### config.mk
export PLATFORM = sky130hd
export DESIGN_NAME = obvl_div
export DESIGN_NICKNAME = d
export VERILOG_FILES = /design/src/hw/rtl/obvl_pkg.sv /design/src/hw/rtl/obvl_div.sv
export SDC_FILE = /design/constraint.sdc
export NUM_CORES = 1
export LEC_CHECK = 0
export BUFFER_PORTS_ARGS = -buffer_cell sky130_fd_sc_hd__buf_2
export CORE_MARGIN = 2
export CORE_UTILIZATION = 55
export DETAILED_ROUTE_END_ITERATION = 8
export GPL_TIMING_DRIVEN = 0
export MAX_ROUTING_LAYER = met4
export PLACE_DENSITY = 0.76
export SLEW_MARGIN = 0
export SYNTH_ARGS = -nofsm -noshare
export SYNTH_HDL_FRONTEND = slang
export SYNTH_SLANG_ARGS = --single-unit
### constraint.sdc
create_clock -name clk -period 20.7 [get_ports clk]
set_input_delay 4.14 -clock clk [delete_from_list [all_inputs] [get_ports clk]]
set_output_delay 4.14 -clock clk [all_outputs]
set_load 0.01 [all_outputs]
### src/hw/rtl/obvl_pkg.sv
`timescale 1ns / 1ps

package obvl_pkg;

	// Register map
	localparam logic       REG_MAX_ADV   = 1'b0;
	localparam logic [10:0] MAX_ADV_RESET = 11'd300;

	// Road law constants
	localparam logic [15:0] DIST_NEAR   = 16'd500;
	localparam logic [17:0] CURV_K      = 18'd151278;   // 1.6*log2(e), Q16
	localparam logic [19:0] ROT_K       = 20'd725686;   // log2(100)/0.6, Q16
	localparam logic [16:0] FLOOR_TENTH = 17'd6554;     // 0.1 in Q16
	localparam logic [12:0] PROD_CLAMP  = 13'd4096;
	localparam logic [12:0] SPEED_LIMIT = 13'd2000;

	// Divider: 500<<16 over distance, restoring, 5 bits per stage
	localparam int          QW          = 25;
	localparam logic [24:0] DIV_NUM     = 25'd32768000;
	localparam int          DIV_STAGES  = 5;
	localparam int          DIV_STEPS   = 5;

	// 2^-x unit: one fraction bit per stage
	localparam int POW_STAGES = 16;

	// Item pipeline depth
	localparam int PIPE_DEPTH = 28;

	typedef struct packed {
		logic signed [13:0] rot;
		logic signed [15:0] dx;
		logic signed [15:0] dz;
		logic               abort_f;
	} side_t;

	// Integer square root, used only on constants
	function automatic logic [63:0] isqrt64(input logic [63:0] x_in);
		logic [63:0] x;
		logic [63:0] r;
		logic [63:0] b;
		x = x_in;
		r = '0;
		b = 64'h4000_0000_0000_0000;
		for (int i = 0; i < 32; i++) begin
			if (b > x) b = b >> 2;
		end
		for (int i = 0; i < 32; i++) begin
			if (b != 64'd0) begin
				if (x >= r + b) begin
					x = x - (r + b);
					r = (r >> 1) + b;
				end else begin
					r = r >> 1;
				end
				b = b >> 2;
			end
		end
		return r;
	endfunction

	// 2^-(2^-k) in Q30
	function automatic logic [29:0] pow_fac(input int k);
		logic [63:0] c;
		c = 64'd1 << 29;
		for (int i = 1; i <= 16; i++) begin
			if (i <= k) c = isqrt64(c << 30);
		end
		return c[29:0];
	endfunction

	// Q16 multiply, round half up
	function automatic logic [26:0] mul_q16(input logic [26:0] a, input logic [16:0] b);
		logic [43:0] p;
		p = 44'(a) * 44'(b) + 44'd32768;
		return p[42:16];
	endfunction

	// modulus * |dir| >> 30, round half up
	function automatic logic [13:0] spd_mag(input logic [26:0] m, input logic signed [15:0] d);
		logic [15:0] mag;
		logic [43:0] p;
		mag = d[15] ? 16'(-d) : 16'(d);
		p = 44'(m) * 44'(mag) + (44'd1 << 29);
		return p[43:30];
	endfunction

	// Clamp, negate against the direction, saturate
	function automatic logic signed [11:0] spd_final(input logic [13:0] p,
		input logic signed [15:0] d);
		logic [12:0] c;
		c = (p > 14'(PROD_CLAMP)) ? PROD_CLAMP : p[12:0];
		if (c > SPEED_LIMIT) c = SPEED_LIMIT;
		return (!d[15] && d != 16'sd0) ? -$signed(12'(c)) : $signed(12'(c));
	endfunction

endpackage

### src/hw/rtl/obvl_div.sv
`timescale 1ns / 1ps

// Pipelined restoring divider: DIV_NUM / den, quotient registered after the last stage
module obvl_div (
	input  logic        clk,
	input  logic        en,
	input  logic [15:0] den,
	output logic [24:0] quot
);

	logic [15:0] rem_s [1:obvl_pkg::DIV_STAGES];
	logic [24:0] q_s   [1:obvl_pkg::DIV_STAGES];
	logic [15:0] d_s   [1:obvl_pkg::DIV_STAGES];

	for (genvar g = 1; g <= obvl_pkg::DIV_STAGES; g++) begin : g_stage
		logic [15:0] rem_in;
		logic [24:0] q_in;
		logic [15:0] d_in;
		logic [15:0] rem_nx;
		logic [24:0] q_nx;

		if (g == 1) begin : g_first
			assign rem_in = '0;
			assign q_in   = '0;
			assign d_in   = den;
		end else begin : g_next
			assign rem_in = rem_s[g-1];
			assign q_in   = q_s[g-1];
			assign d_in   = d_s[g-1];
		end

		// a few compare-subtract steps
		always_comb begin : c_steps
			logic [16:0] t;
			rem_nx = rem_in;
			q_nx   = q_in;
			for (int j = 0; j < obvl_pkg::DIV_STEPS; j++) begin
				t = {rem_nx, obvl_pkg::DIV_NUM[obvl_pkg::QW-1-obvl_pkg::DIV_STEPS*(g-1)-j]};
				if (t >= {1'b0, d_in}) begin
					t = t - {1'b0, d_in};
					q_nx[obvl_pkg::QW-1-obvl_pkg::DIV_STEPS*(g-1)-j] = 1'b1;
				end
				rem_nx = t[15:0];
			end
		end

		always_ff @(posedge clk) begin
			if (en) begin
				rem_s[g] <= rem_nx;
				q_s[g]   <= q_nx;
				d_s[g]   <= d_in;
			end
		end
	end

	assign quot = q_s[obvl_pkg::DIV_STAGES];

endmodule

# Word level (Yosys, flattened, before mapping)
# Memories as Yosys holds them, arrays and structs flattened.
# Index checks and enable logic that the tools add are counted.
op_classes:
  addsub: 25
  magnitude_cmp: 25
  n_mux: 52
op_table:
  columns: ["op", "count"]
  rows:
  - ["17-bit by 16-bit greater-or-equal comparator with 1-bit output", 24]
  - ["16-bit 2-to-1 mux", 25]
  - ["16-bit subtractor", 24]
  - ["1-bit 2-to-1 mux", 27]
  - ["1-bit by 16-bit greater-or-equal comparator with 1-bit output, first input constant", 1]
  - ["1-bit by 16-bit subtractor with 16-bit output, first input constant", 1]
totals:
  regBits: 0
  ram_bits: 285
  inputBits: 18
  out_inout_bits: 25
  elab_cells: 105
  memories: 3
memory_table:
  columns: ["name", "depth", "word_bits", "rd", "rd_ports_with_merged_regs", "write_ports", "line_no", "text"]
  rows:
  - ["q_s", 5, 25, 5, 0, 5, "obvl_div.sv:12", "logic [24:0] q_s [1:obvl_pkg::DIV_STAGES];"]
  - ["d_s", 5, 16, 4, 0, 5, "obvl_div.sv:13", "logic [15:0] d_s [1:obvl_pkg::DIV_STAGES];"]
  - ["rem_s", 5, 16, 4, 0, 5, "obvl_div.sv:11", "logic [15:0] rem_s [1:obvl_pkg::DIV_STAGES];"]

# Longest topological paths before layout
# An unclocked memory read counts as a cell.
logic_depth:
  ltp_word: 11
  depth_mapped: 66
  ltp_nobuf: 60

# Least setup slack after synthesis
# No wires, ideal clock.
synth_path:
  path_kind: "input -> register"
  startpoint: "in den[9]"
  endpoint: "reg rem_s[0][23] (netlist name)"
  setup_time_ps: 260
  t_arrival_ps: 15997
  slack_ps: 4443
  path_stages: 53
  path_cell_list: "or4_1 nor4_1 nand4_1 nor2_1 and2_1 ha_1 inv_1 fa_1 a21o_1 a21oi_1 o21bai_1 a2111o_1 a21oi_1 o21a_1 mux2_2 ha_1 nor2b_1 o21ai_0 (+17 left out) o21ai_0 o2111ai_2 buf_2 mux2i_1 fa_1 a21o_1 a21oi_1 o21ai_0 a21oi_1 o21a_1 o21ai_0 nor4_1 nor3_1 or4_1 o21bai_1 a21oi_2 buf_2 mux2_2"
synth_rtl:
  columns: ["element", "line_no", "text"]
  rows:
  - ["from (decl)", "obvl_div.sv:7", "input logic [15:0] den,"]

==> results.md <==
* Status: completed
* Synth cell count leaders: ha_1, a21oi_1, nand2_1
* CP endpoint kind: register
* Setup TNS at 0 ns
* Tightest Hold Check Type: reg2reg
* Vias in the first global route at 23370
* Remaining antenna violation count at 0
* Mux share of post-synthesis cell area at 6.715%
* Clock Skews at 0.01321 ns
* Die W at 224.0 µm
* RSZ-0062 raised after global routing: no
* Top cell type's share of synthesized area at 22.91%
* Hold_buf cts at 0
* Post-cts resize count at 0
* Synth Area in Adders at 17.84%
* Avg Inst Size Synth at 8.518 µm²
* Cell mode on critical path: o21ai_0
* Pin slew with the least headroom to its limit at 1.149 ns
* Worst-path clk slew at 0.06 ns
* Vias per inst at 6.375
* GPL Wtd Cong at 0.9714
* H-tree depth at 1
* Gr usage total at 30.68%
* Die ar. at 50160 µm²
* Synthesized cell area at 26610 µm²
* Post-synth EDFFs at 203
* Fillcell total at 4227
* Root Driver: clkbuf_16
* CP required at 21.02 ns
* Final setup viols at 0
* Startpoint type of the worst setup path: input pin
* Number of synthesized register bits at 203
* First-pass DRT Iterations at 8
* Seq/Total Area, Yosys at 22.91%
* Postcts setup bufs at 0
* Part of the cycle the worst path needs at 90.28%
* Port bufs at 42
* Syn_nets at 3516
* Setup CP Type: in2reg
* DR DRC count at 0
* Share of layout cells above drive strength 1 at 8.336%
* I/O pin count at 43
* WP data arrival at 19.01 ns
* Largest net degree at the start of global routing at 140
* Drt total wl at 75770 µm
* Top-count cell post-synth: ha_1
* Hpwl dp at 60850 µm
* Slowest cell on the critical path: or4_1
* Initial drt markers at 2229
* Highest clock rate at 0.05351 GHz
* CTS Buffer Depth at 3
* Syn Inst Count at 3124
* Final Max Tran Viols at 0
* Leading area contributor after synthesis: edfxtp_1
* First-pass GRT wire length at 121500 µm
* DR WL/cell at 19.78 µm
* Main flop type after synthesis: edfxtp_1
* Initial antenna violation count at 0
* Antenna cell count at 0
* CP max FO at 10
* Compound-Gate Fraction of Synth Area at 23.66%
* Worst skew pair latency at 0.57 ns
* CTS tree: built
* Area Overhead vs Synth at 7.458%
* Hold Vio Cnt, Final at 0
* Largest family of logic cells by synthesized area: compound AO/OA/AOI/OAI gates
* Final nets at 3587
* Post-synth ARST share at 0%
* Initial core utilization at 55.73%
* Tmin final at 18.69 ns
* Core area at 47750 µm²
* FP Rows at 80
* CP max stage delay at 0.59 ns
* Die height at 224.0 µm
* Yosys Warn Count at 0
* Vias after detailed routing at 24418
* Max-cap viol count at 0
* R2r setup slk at 3.73 ns
* Slew HR at 22.42%
* CTS sink count at 203
* Aggregate global routing overflow at 0
* Cell variety after synth at 85
* Top post-synthesis cells by area: edfxtp_1, ha_1, xnor2_1
* Post-synthesis simple-gate area fraction at 16.36%
* XOR/XNOR Fraction of Synth Area at 8.920%
* CTS Buf Count at 26
-- worst paths after layout --
check                    from            to  cells past startpoint
setup / recovery       den[2]  rem_s[0][26]                     59
hold / removal    q_s[0][114]   q_s[0][139]                      0
setup reg to reg   d_s[0][32]  rem_s[0][62]                     60
hold reg to reg   q_s[0][114]   q_s[0][139]                      0
-- layout make-up --
class	count	area [µm²]	share of cell area, %
Multi-Input combinational cell	2671	19560	68.40
Sequential cell	203	6096	21.32
Tap cell	615	769.5	2.691
Inverter	190	715.7	2.503
Clock buffer	26	650.6	2.275
Clock inverter	22	316.6	1.107
Timing Repair Buffer	43	247.7	0.8664
Buffer	60	240.2	0.8402
-- through the flow --
step	hold WS (ns)	cell area (µm²)	instances	utilization (%)	worst slack, ns
finish	0.4141	28590	3830	59.89	2.012
global route	0.4091	28590	3830	59.89	0.9283
CTS	0.4110	28590	3830	59.89	2.303
detailed placement	0.4045	27630	3782	57.86	1.739
global placement	0.4008	27590	3781	57.78	1.890
floorplan	0.4003	26610	3124	-	4.443
-- per-layer routing --
metal / up-vias / part of all wire, % / wire (µm) / GRT usage, %
met5: - / 0 / 0 / -
met4: 0 / 3.4 / 2539 / 10.02
met3: 146 / 6.0 / 4554 / 3.148
met2: 810 / 46 / 34820 / 50.02
met1: 11582 / 45 / 33850 / 40.03
li1: 11880 / - / - / -
-- cells in the final DEF, fill, tap and decap left out, drive strengths merged, types with 59 or more instances in the layout --
cell / n
mux2: 118
xor2: 106
ha: 365
nand4: 63
a21oi: 256
inv: 190
xnor2: 165
nand2: 232
nor3: 71
edfxtp: 203
a21o: 139
o21ai: 218
o21a: 59
nor2: 221
buf: 59
clkbuf: 70
nand3: 76
-- cells by family (layout without fill, tap and decap cells) --
| logic type | Yosys count | count (layout) |
|---|---|---|
| multiplexers | 163 | 163 |
| buffers and inverters | 250 | 341 |
| adder cells (fa/ha/maj) | 374 | 374 |
| XOR/XNOR | 271 | 271 |
| AND/OR/NAND/NOR | 896 | 896 |
| AO/OA/AOI/OAI | 967 | 967 |
| flip-flops | 203 | 203 |
-- worst max-delay path, delay by kind of cell --
kind	cells	cell delay (ns)
adder cells (fa/ha/maj)	7	2.24
buffers and inverters	10	2.74
AO/OA/AOI/OAI	29	6.65
AND/OR/NAND/NOR	11	2.41
multiplexers	2	0.82
-- flip-flops by register name, summed over array words and instances (netlist names) --
name	flops
rem_s	64
q_s	75
d_s	64
Power is not shown: default switching activity piles up to over one toggle a cycle in this logic, so the estimate is an artifact.
